[src/rtl/core/lbp_pkg.sv]
package lbp_pkg;

  // geometry
  localparam int MaxWidth   = 1024;
  localparam int ColW       = $clog2(MaxWidth);
  localparam int WidthCfgW  = 11;
  localparam int HeightCfgW = 13;
  localparam int RowW       = HeightCfgW + 1;
  localparam int CfgIdxW    = 2;
  localparam int CfgDataW   = HeightCfgW;

  // pixel and interpolation weights, Q0.WeightFracBits
  localparam int PixW           = 8;
  localparam int WeightFracBits = 12;
  localparam longint unsigned WOne    = 64'd1 << WeightFracBits;
  localparam longint unsigned WDiag   = WOne >> 1;
  localparam longint unsigned WSide   = (WOne * 64'd207106781 + 64'd500000000) / 64'd1000000000;
  localparam longint unsigned WCentre = WOne - WDiag - 2 * WSide;
  localparam int SampW = PixW + WeightFracBits;

  localparam logic [PixW-1:0] BorderValue = PixW'(1);

  localparam int NeighbourCount = 8;
  localparam logic [7:0] NonUniformIndex = 8'(NeighbourCount * (NeighbourCount - 1) + 2);

  // register indexes
  localparam logic [CfgIdxW-1:0] CFG_IMAGE_WIDTH  = 2'd0;
  localparam logic [CfgIdxW-1:0] CFG_IMAGE_HEIGHT = 2'd1;
  localparam logic [CfgIdxW-1:0] CFG_UNIFORM_MODE = 2'd2;

  // request kinds
  localparam logic FUNC_PIXEL = 1'b0;
  localparam logic FUNC_DRAIN = 1'b1;

  typedef struct packed {
    logic            func;
    logic [PixW-1:0] pixel;
  } in_item_t;

  typedef struct packed {
    logic [7:0] code;
    logic       last_of_frame;
  } out_item_t;

  typedef logic [PixW-1:0] pix_t;
  // [row][column], row 0 on top, column 0 on the left
  typedef pix_t [2:0][2:0] win_t;

  typedef logic [7:0] lut_t [256];

  function automatic logic is_uniform(logic [7:0] c);
    logic [7:0] x;
    int n;
    x = c ^ {c[6:0], c[7]};
    n = 0;
    for (int b = 0; b < 8; b++) begin
      n += int'(x[b]);
    end
    return n <= 2;
  endfunction

  function automatic lut_t build_uniform_lut();
    lut_t lut;
    int idx;
    idx = 0;
    for (int c = 0; c < 256; c++) begin
      if (is_uniform(8'(c))) begin
        lut[c] = 8'(idx);
        idx++;
      end else begin
        lut[c] = NonUniformIndex;
      end
    end
    return lut;
  endfunction

  localparam lut_t UniformLut = build_uniform_lut();

endpackage

[src/rtl/core/lbp_code.sv]
module lbp_code import lbp_pkg::*; (
  input  win_t       win,
  input  logic       uniform,
  output logic [7:0] code
);

  // diagonal sample scaled by 2^F: corner, two sides, centre
  function automatic logic [SampW-1:0] diag(pix_t corner, pix_t s1, pix_t s2, pix_t ctr);
    return SampW'(corner) * SampW'(WDiag)
         + (SampW'(s1) + SampW'(s2)) * SampW'(WSide)
         + SampW'(ctr) * SampW'(WCentre);
  endfunction

  pix_t             ctr;
  logic [SampW-1:0] ctr_s;
  logic [7:0]       raw;

  assign ctr   = win[1][1];
  assign ctr_s = {ctr, {WeightFracBits{1'b0}}};

  always_comb begin
    raw[0] = win[2][1] > ctr;
    raw[1] = diag(win[2][0], win[2][1], win[1][0], ctr) > ctr_s;
    raw[2] = win[1][0] > ctr;
    raw[3] = diag(win[0][0], win[0][1], win[1][0], ctr) > ctr_s;
    raw[4] = win[0][1] > ctr;
    raw[5] = diag(win[0][2], win[0][1], win[1][2], ctr) > ctr_s;
    raw[6] = win[1][2] > ctr;
    raw[7] = diag(win[2][2], win[2][1], win[1][2], ctr) > ctr_s;
  end

  assign code = uniform ? UniformLut[raw] : raw;

endmodule

[config.mk]
export PLATFORM = sky130hd
export DESIGN_NAME = lbp_code
export DESIGN_NICKNAME = d
export VERILOG_FILES = /design/src/rtl/core/lbp_pkg.sv /design/src/rtl/core/lbp_code.sv
export SDC_FILE = /design/constraint.sdc
export NUM_CORES = 1
export LEC_CHECK = 0
export BUFFER_PORTS_ARGS = -buffer_cell sky130_fd_sc_hd__buf_2
export CAP_MARGIN = 20
export CELL_PAD_IN_SITES_DETAIL_PLACEMENT = 0
export CELL_PAD_IN_SITES_GLOBAL_PLACEMENT = 1
export CORE_MARGIN = 5
export CORE_UTILIZATION = 30
export DETAILED_ROUTE_END_ITERATION = 16
export GPL_ROUTABILITY_DRIVEN = 1
export PLACE_DENSITY = 0.67
export SYNTH_ARGS = -nofsm -noshare
export SYNTH_HDL_FRONTEND = slang
export SYNTH_SLANG_ARGS = --single-unit
[constraint.sdc]
create_clock -name vclk -period 24.5
set_input_delay 1.225 -clock vclk [all_inputs]
set_output_delay 1.225 -clock vclk [all_outputs]
set_load 0.01 [all_outputs]
Word level (Yosys, flattened, before mapping) --
Memories as Yosys holds them, arrays and structs flattened. Index checks and enable logic that the tools add are counted. W data, S select, Z words.
Storage, ports and cells: output and inout port bits 8, bits in registers 0, word-level logic and storage cells 31, input bits 73, ROM bits 2048, memories 1
Memory list:
- (no name shown) | depth 256, bits a word 8, rd ports 1, clocked after memory_dff 0, write ports 0, line lbp_code.sv:32 | assign code = uniform ? UniformLut[raw] : raw;
Operators by class: multipliers 5, add/sub/neg operators 12, muxes and demuxes 3, bitwise operators 1, order comparisons 9
Operators by type and width (count):
- $add A19 B19 Y20 | 4
- $add A20 B17 Y20 | 4
- $gt A20 B20 Y1 | 4
- $mul A9 B6 Y15 const B | 4
- $add A8 B8 Y9 | 4
- $gt A8 B8 Y1 | 4
- $mux W8 | 3
- $mul A8 B4 Y12 const B | 1
- $ge A9 B9 Y1 const B | 1
- $not A8 Y9 | 1

Longest topological paths before layout --
Gate-level depths: netlist of run 1.
depth after elaboration 10, mapped depth 42, depth with buffers taken out 41

Least setup slack after synthesis of run 1 --
Ideal clock, no wire load.
kind input to output, from in win[24] in the netlist's numbering, to out code[4], arrival 9356 ps, cell stages on the path 40, setup slack 13919 ps, required time 23275 ps, path buffers 1, cells stage by stage ha_1 > fa_1 > a21oi_1 > nor2_1 > nor2_1 > o21bai_1 > a21oi_1 > nor2b_1 > o21ai_0 > nand2b_1 > ha_1 > fa_1 > inv_1 > fa_1 > inv_1 > ha_1 > a21boi_0 > o21ai_0 > [4 not listed] > ha_1 > ha_1 > nor2_1 > mux2_2 > a311oi_1 > o311ai_0 > ha_1 > nand4_1 > nor4_1 > o221ai_1 > o32ai_1 > clkbuf_8 > inv_1 > ha_1 > mux2_2 > a311oi_1 > o21ai_2 > a221oi_2
Between the ends: cells in the longest elaborated chain, start to end 10, elaborated cells between the ends (all ways) 16, those cells by class add/sub: 6; mul: 2; order compare: 3; mux: 3; bitwise: 1; memory: 1
Ends and longest elaborated chain:
- start, declared | line lbp_code.sv:2 | input win_t win,
- $add A8 B8 Y9 | line lbp_code.sv:10 | + (SampW'(s1) + SampW'(s2)) * SampW'(WSide)
- $mul A9 B6 Y15 | line lbp_code.sv:10
- $add A19 B19 Y20 | line lbp_code.sv:10
- $add A20 B17 Y20 | line lbp_code.sv:11 | + SampW'(ctr) * SampW'(WCentre);
- $gt A20 B20 Y1, on equally long branches | line lbp_code.sv:23, lbp_code.sv:25
- $not A8 Y9 (not written as such) (*) | line lbp_code.sv:32
- $mem_v2 Z256 W8 (*)
- $mux W8 (not written as such) (*) (2 in series) | line lbp_code.sv:32
- $mux W8 (*) | line lbp_code.sv:32
- end, declared | line lbp_code.sv:4 | output logic [7:0] code
Every way passes the cells marked *; elsewhere a longest branch is shown, timed or not. The select of a mux whose other input is x is not followed.

Worst setup path after layout of run 1 --
from in win[56] in the netlist's numbering, to out code[2]
Between the ends: cells in the longest elaborated chain, start to end 10, elaborated cells between the ends (all ways) 16, those cells by class add/sub: 6; mul: 2; order compare: 3; mux: 3; bitwise: 1; memory: 1
Ends and longest elaborated chain (line):
- $add A8 B8 Y9 | lbp_code.sv:10
- $mul A9 B6 Y15 | lbp_code.sv:10
- $add A19 B19 Y20 | lbp_code.sv:10
- $add A20 B17 Y20 | lbp_code.sv:11
- $gt A20 B20 Y1, on equally long branches | lbp_code.sv:23, lbp_code.sv:29
- $not A8 Y9 (not written as such) (*) | lbp_code.sv:32
- $mem_v2 Z256 W8 (*)
- $mux W8 (not written as such) (*) (2 in series) | lbp_code.sv:32
- $mux W8 (*) | lbp_code.sv:32
Marked as above.

==> results of run 1 <==
[area by class of cell]
type / instances / area (µm²) / share of cell area [%]
Timing Repair Buffer: 84 / 432 / 3.47
Tap cell: 511 / 639 / 5.14
Inverter: 243 / 912 / 7.33
Antenna cell: 3 / 7.51 / 0.0604
Multi-Input combinational cell: 1112 / 10400 / 84.0
[critical path, delay by kind of cell]
family                   cells  cell delay, ns
AO/OA/AOI/OAI               17            3.41
adder cells (fa/ha/maj)      9            3.20
AND/OR/NAND/NOR              7            1.18
buffers and inverters        4            0.63
multiplexers                 2            0.63
XOR/XNOR                     2            0.50
[kinds of logic after synthesis]
group	synth area share, %
AO/OA/AOI/OAI	19.5
buffers and inverters	9.15
AND/OR/NAND/NOR	11.6
XOR/XNOR	7.47
adder cells (fa/ha/maj)	51.6
multiplexers	0.751
[stage by stage]
stage / util [%] / hold WS (ns) / cell area [µm²] / setup slack [ns]
2_1_floorplan: - / 2.64 / 11500 / 13.92
3_3_place_gp: 32.9 / 2.88 / 12400 / 12.39
3_5_place_dp: 32.9 / 2.87 / 12400 / 12.49
4_1_cts: 32.9 / 2.88 / 12400 / 12.43
5_1_grt: 32.9 / 2.92 / 12400 / 11.89
6_report: 32.9 / 2.87 / 12400 / 12.48
[layer usage]
| metal | vias up | part of all wire, % | GRT usage (%) |
|---|---|---|---|
| li1 | 5003 | - | - |
| met1 | 4592 | 48 | 20.4 |
| met2 | 172 | 47 | 26.3 |
| met3 | 26 | 3.9 | 1.09 |
| met4 | 2 | 1.6 | 2.22 |
| met5 | - | 0.022 | 0 |
[worst max-delay path by stage]
stage                        from      end  cells past startpoint
final                     win[56]  code[2]                     41
after global routing      win[56]  code[2]                     40
after CTS                 win[56]  code[2]                     41
after detailed placement  win[56]  code[2]                     41
after global placement    win[56]  code[2]                     41
after floorplan           win[24]  code[4]                     40
[placed cells by master, fill, tap and decap left out, types with 7 or more instances in the layout]
master	count
a221oi_1	7
o21bai_1	33
xnor2_1	78
a211oi_1	10
nor2b_1	22
o311ai_0	9
o211ai_1	10
nor3_1	25
buf_2	81
or3_1	9
xor2_1	20
fa_1	81
a21oi_1	91
o2111ai_1	7
nand4_1	12
a21boi_0	10
a21o_1	21
nand2_1	33
ha_1	344
o21ai_0	52
nor2_1	68
o21a_1	11
nand3_1	33
nand2b_1	8
nor4_1	8
inv_1	242
==> results.py, run 1 <==
metrics = {
    "synth": {
        "syn_area_per_cell_um2": 8.40,
        "synth_top_area_share_pct": 37.5,
        "yosysWarnings": 0,
        "synthDistinctLibCells": 79,
        "synth_nets": 1866,
        "synth_area_leaders": "ha_1 37%, fa_1 14%, inv_1 7.9%",
        "synth_common_cells": "344 x ha_1, 242 x inv_1, 91 x a21oi_1",
        "ys_seq_area_share_pct": 0,
        "syn-cell-area_um2": 11500,
        "synth_top_area_cell": "ha_1",
        "synth_most_common_cell": "ha_1",
        "synth_cells": 1368,
    },
    "timing": {
        "rsz0062_at_grt": "false",
        "maxSlewViolCount": 0,
        "period_needed_ns": 12.02,
        "setup_viol": 0,
        "fin_setup_tns_ns": 0,
        "slew_headroom_pct": 27.1,
        "finalCritPeriodShare_pct": 49.1,
        "max_freq_mhz": 83.2,
        "tightest_slew_ns": 1.09,
        "hold_viol_final": 0,
    },
    "floorplanning": {
        "die_w_um": 206,
        "core_area_um2": 37800,
        "placementRows": 71,
        "ioPinCount": 81,
        "dieArea_um2": 42300,
        "fp.dieH_um": 206,
        "initial_core_util_pct": 30.4,
    },
    "worst_setup_path": {
        "cp_slowest_stage_delay_ns": 0.55,
        "worstSetupPathType": "in2out",
        "critPathLaunchType": "input pin",
        "crit_slowest_cell": "fa_1",
        "worst-path-max-fanout": 15,
        "end_kind": "primary output",
        "arrival_ns": 10.80,
        "cp.required_ns": 23.27,
        "critPathMostFrequentCell": "ha_1",
    },
    "flow_run": {
        "drv_cap": 0,
    },
    "placement": {
        "gp_congestion": 0.869,
        "placed_cells": 1950,
        "port_buffers": 81,
        "dp_hpwl_um": 28400,
    },
    "grt": {
        "grtUsageTotal_pct": 14.9,
        "overflow": 0,
        "grt_pass1_vias": 9950,
        "grt_max_degree": 21,
        "antenna_found_initial": 5,
        "grt_pass1_wl_um": 51300,
    },
    "finish": {
        "drive_above_1_share_pct": 8.06,
        "layoutNonFillerInstCount": 1953,
        "seq_cell_count": 0,
        "final_nets": 1939,
        "nFillCells": 3923,
        "nClkBuffers": 0,
        "area_growth_pct": 8.24,
        "seq_area_um2": 0,
    },
    "clock_network": {
        "cts_setup_buffers": 0,
        "ctsHoldBuffers": 0,
        "cts_resized": 0,
    },
    "worst_hold_path": {
        "hold-path-endpoint": "code[6]",
        "whs_path_depth": 3,
        "hp-start": "uniform",
        "hp-class": "in2out",
    },
    "drt": {
        "drtAntennaViolNets": 0,
        "drcViolationCount": 0,
        "drt_iter0_markers": 624,
        "routed_wl_um": 32200,
        "firstDrtPassIters": 5,
        "vias": 9795,
        "routed_via_density": 5.02,
        "wire_per_inst_um": 16.5,
    },
    "outcome": {
        "status": "finished, final reports clean",
    },
}
Power of run 1 is left out: the tool's default activity adds up to more than one toggle a clock period on the data nets, which glitch-free logic cannot reach.
==> run 2, diff against run 1 <==
==> constraint.sdc (replaced) <==
create_clock -name vclk -period 11.3
set_input_delay 0.565 -clock vclk [all_inputs]
set_output_delay 0.565 -clock vclk [all_outputs]
set_load 0.01 [all_outputs]
==> run 2 against run 1 <==
Net effect: critical path depth decreased by 1; critical path type unchanged; first-iteration DRC count down 15%; via count increased by 0.26%; die area is the same; wire length rose by 0.80%; largest cell class unchanged; design area about the same; non-clock buffer count did not move; global-route usage is 0.28 points higher; worst hold slack got worse by 1.3 ns; final cell count shrank 0.10%; core utilization barely moved; worst setup slack worse by 12 ns.
==> results.py, run 2 (synthesis results as in run 1) <==
metrics = {
    "floorplanning": {
        "dieArea_um2": 42300,
        "fp.dieH_um": 206,
        "initial_core_util_pct": 30.4,
        "die_w_um": 206,
        "core_area_um2": 37800,
        "placementRows": 71,
        "ioPinCount": 81,
    },
    "worst_setup_path": {
        "cp.required_ns": 10.74,
        "cp_top_family": "compound AO/OA/AOI/OAI gates",
        "end_kind": "primary output",
        "critPathLaunchType": "input pin",
        "crit_buf_inv": 3,
        "critPathMostFrequentCell": "ha_1",
        "worst-path-max-fanout": 6,
        "arrival_ns": 10.05,
        "cp_slowest_stage_delay_ns": 0.55,
        "worstSetupPathType": "in2out",
        "crit_slowest_cell": "fa_1",
    },
    "finish": {
        "nClkBuffers": 0,
        "area_growth_pct": 8.31,
        "seq_area_um2": 0,
        "final_cell_mix": "344 x ha_1, 242 x inv_1, 91 x a21oi_1, 81 x fa_1, 81 x buf_2",
        "nFillCells": 4007,
        "multi_input_area_um2": 10500,
        "seq_cell_count": 0,
        "final_nets": 1939,
        "final_area_um2": 12400,
        "final_common_cell": "ha_1",
        "drive_above_1_share_pct": 8.06,
    },
    "timing": {
        "hold_viol_final": 0,
        "maxSlewViolCount": 0,
        "setup_viol": 0,
        "fin_setup_tns_ns": 0,
        "max_freq_mhz": 94.2,
        "slew_headroom_pct": 29.6,
        "finalCritPeriodShare_pct": 93.9,
        "period_needed_ns": 10.61,
        "rsz0062_at_grt": "false",
        "tightest_slew_ns": 1.06,
    },
    "drt": {
        "wire_per_inst_um": 16.7,
        "routed_wl_um": 32500,
        "drcViolationCount": 0,
        "drtAntennaViolNets": 0,
        "routed_via_density": 5.03,
        "firstDrtPassIters": 5,
        "vias": 9820,
        "drt_iter0_markers": 529,
    },
    "placement": {
        "port_buffers": 81,
        "dp_hpwl_um": 28600,
        "dpl-instance-area_um2": 12400,
        "gp_congestion": 0.866,
    },
    "grt": {
        "grtUsageTotal_pct": 15.2,
        "grt_pass1_vias": 9977,
        "antenna_found_initial": 4,
        "grt_pass1_wl_um": 52300,
        "grt_max_degree": 21,
        "overflow": 0,
    },
    "outcome": {
        "status": "finished, final reports clean",
    },
    "flow_run": {
        "drv_cap": 0,
    },
    "worst_hold_path": {
        "hp-class": "in2out",
    },
    "clock_network": {
        "cts_setup_buffers": 0,
    },
}
[run 2: changes by cell type in the layout (fill, tap and decap cells not counted), sizes merged]
cell,previous run,this run
diode,3,1
[run 2: worst paths after layout]
path                 from  endpoint  depth (start not counted)
setup / recovery  win[56]   code[2]                         40
hold / removal    uniform   code[6]                          3
[run 2: metrics by stage]
| stage | worst slack [ns] | util, % | instances | hold slack [ns] |
|---|---|---|---|---|
| floorplan | 2.04 | - | 1368 | 1.32 |
| global placement | 0.549 | 32.9 | 1949 | 1.56 |
| detailed placement | 0.607 | 32.9 | 1950 | 1.56 |
| CTS | 0.558 | 32.9 | 1950 | 1.56 |
| global route | 0.0188 | 33.0 | 1950 | 1.59 |
| finish | 0.688 | 33.0 | 1951 | 1.57 |
[run 2: tightest hold or removal path, stage by stage]
cell    delay, ns
buf_2        0.18
nor2_1       0.12
buf_2        0.13
[run 2: layout make-up]
cell class	count	share of cell area (%)
multi-input cells	1112	84.0
well taps	511	5.14
repair buffers	84	3.47
inverters	243	7.33
diodes	1	0.0201
[run 2: routing by layer]
| layer | track usage, % | part of all wire, % |
|---|---|---|
| met5 | 0 | 0.10 |
| met2 | 27.0 | 48 |
| met1 | 21.3 | 49 |
| met4 | 0.789 | 0.53 |
| met3 | 0.977 | 3.1 |
[run 2: what timing repair did]
item / 4_1_cts / 5_1_grt
endpoints found under the setup margin: 0 / 1
gates resized for setup: 0 / 3
hold buffers: 0 / 0
Power of run 2 is left out for the same reason.
==> run 3, diff against run 2 <==
--- a/config.mk
+++ b/config.mk
@@ -10,10 +10,11 @@
 export CELL_PAD_IN_SITES_DETAIL_PLACEMENT = 0
 export CELL_PAD_IN_SITES_GLOBAL_PLACEMENT = 1
 export CORE_MARGIN = 5
-export CORE_UTILIZATION = 30
+export CORE_UTILIZATION = 53
 export DETAILED_ROUTE_END_ITERATION = 16
 export GPL_ROUTABILITY_DRIVEN = 1
-export PLACE_DENSITY = 0.67
+export PLACE_DENSITY = 0.95
+export REMOVE_ABC_BUFFERS = 1
 export SYNTH_ARGS = -nofsm -noshare
 export SYNTH_HDL_FRONTEND = slang
 export SYNTH_SLANG_ARGS = --single-unit
==> constraint.sdc (replaced) <==
create_clock -name vclk -period 13.35
set_input_delay 0.6675 -clock vclk [all_inputs]
set_output_delay 0.6675 -clock vclk [all_outputs]
set_load 0.01 [all_outputs]
==> run 3 against run 2 <==
Net effect: global-route usage grew 8.0 points; core utilization rose by 24 points; via count rose by 1.4%; die area decreased by 42%; sequential share of layout area stayed put; sequential cell count unchanged; first-iteration DRC count decreased by 20%; worst hold slack improved by 0.20 ns; non-clock buffer count is the same; critical path depth increased by 2; clock-buffer cell count stayed put; final cell count fell by 12%; largest cell class unchanged; highest routed layer is now met4.
==> results.py, run 3 (synthesis results as in run 1) <==
metrics = {
    "outcome": {
        "status": "finished, final reports clean",
    },
    "clock_network": {
        "ctsHoldBuffers": 0,
        "cts_resized": 0,
        "cts_setup_buffers": 0,
    },
    "drt": {
        "firstDrtPassIters": 5,
        "wire_per_inst_um": 16.8,
        "drcViolationCount": 0,
        "routed_via_density": 5.80,
        "routed_wl_um": 28900,
        "drtAntennaViolNets": 0,
        "drt_iter0_markers": 425,
        "vias": 9953,
    },
    "worst_setup_path": {
        "cp.required_ns": 12.68,
        "crit_slowest_cell": "fa_1",
        "cp_slowest_stage_delay_ns": 0.53,
        "worst-path-max-fanout": 15,
        "critPathMostFrequentCell": "ha_1",
        "critPathLaunchType": "input pin",
        "end_kind": "primary output",
        "worstSetupPathType": "in2out",
        "arrival_ns": 10.05,
    },
    "grt": {
        "antenna_found_initial": 0,
        "grtUsageTotal_pct": 23.2,
        "grt_util_met1_pct": 31.7,
        "grt_use_met3_pct": 1.24,
        "grt_pass1_wl_um": 47700,
        "top_usage_layer": "met2",
        "grt_pass1_vias": 9971,
        "globalRouteMet2Util_pct": 40.9,
        "grt_max_degree": 21,
        "overflow": 0,
    },
    "finish": {
        "drive_above_1_share_pct": 8.06,
        "final_nets": 1939,
        "final_common_cell": "ha_1",
        "final_util_pct": 57.4,
        "nClkBuffers": 0,
        "seq_area_um2": 0,
        "area_growth_pct": 5.62,
        "seq_cell_count": 0,
        "final_area_um2": 12100,
        "final_cell_mix": "344 x ha_1, 242 x inv_1, 91 x a21oi_1, 81 x fa_1, 81 x buf_2",
        "nFillCells": 1990,
    },
    "placement": {
        "port_buffers": 81,
        "dp_hpwl_um": 25100,
        "dp_slack_ns": 2.65,
        "dpl-instance-area_um2": 12100,
        "gp_congestion": 0.936,
    },
    "floorplanning": {
        "ioPinCount": 81,
        "placementRows": 53,
        "dieArea_um2": 24700,
        "die_w_um": 157,
        "core_area_um2": 21200,
        "initial_core_util_pct": 54.3,
        "fp.dieH_um": 157,
    },
    "worst_hold_path": {
        "hp-class": "in2out",
    },
    "timing": {
        "tightest_slew_ns": 1.02,
        "hold_viol_final": 0,
        "rsz0062_at_grt": "false",
        "fin_setup_tns_ns": 0,
        "period_needed_ns": 10.72,
        "max_freq_mhz": 93.3,
        "finalCritPeriodShare_pct": 80.3,
        "slew_headroom_pct": 31.7,
        "setup_viol": 0,
        "maxSlewViolCount": 0,
        "worst_slack_ns": 2.63,
    },
    "flow_run": {
        "drv_cap": 0,
    },
}
[run 3: changes by cell type in the layout (fill, tap and decap cells not counted)]
| cell | change |
|---|---|
| a2111oi_1 | -1 |
| o21ai_1 | -1 |
| a2111oi_0 | +1 |
| buf_4 | +1 |
| diode_2 | +1 |
| o32ai_2 | +1 |
| o32ai_4 | -1 |
| o21ai_0 | +1 |
| buf_6 | -1 |
[run 3: layer usage]
metal  share of wire [%]  routed length [µm]
met1                  45               13100
met2                  48               13800
met3                 5.0                1460
met4                 2.1                 614
met5                   0                   0
[run 3: final timing paths]
check | start | end | slack (ns) | depth (start not counted)
worst max-delay path | win[24] | code[2] | 2.63 | 42
worst min-delay path | uniform | code[6] | 1.77 | 3
[run 3: layout make-up]
type	instances	area (µm²)	area share, %
Antenna cell	2	5.00	0.0412
Multi-Input combinational cell	1112	10400	86.1
Inverter	243	912	7.52
Tap cell	275	344	2.84
Timing Repair Buffer	84	428	3.53
[run 3: stage by stage]
step,cells,hold slack [ns]
floorplan,1355,1.38
global placement,1714,1.75
CTS,1714,1.76
global route,1714,1.81
detailed placement,1714,1.76
finish,1716,1.77
[run 3: critical path, delay by kind of cell]
| kind | cells | cell delay, ns |
|---|---|---|
| buffers and inverters | 5 | 0.68 |
| adders and majority gates | 10 | 3.56 |
| and+or+nand+nor | 8 | 1.20 |
| AOI/OAI and AO/OA | 17 | 3.35 |
| muxes | 2 | 0.59 |
Power of run 3 is left out for the same reason.
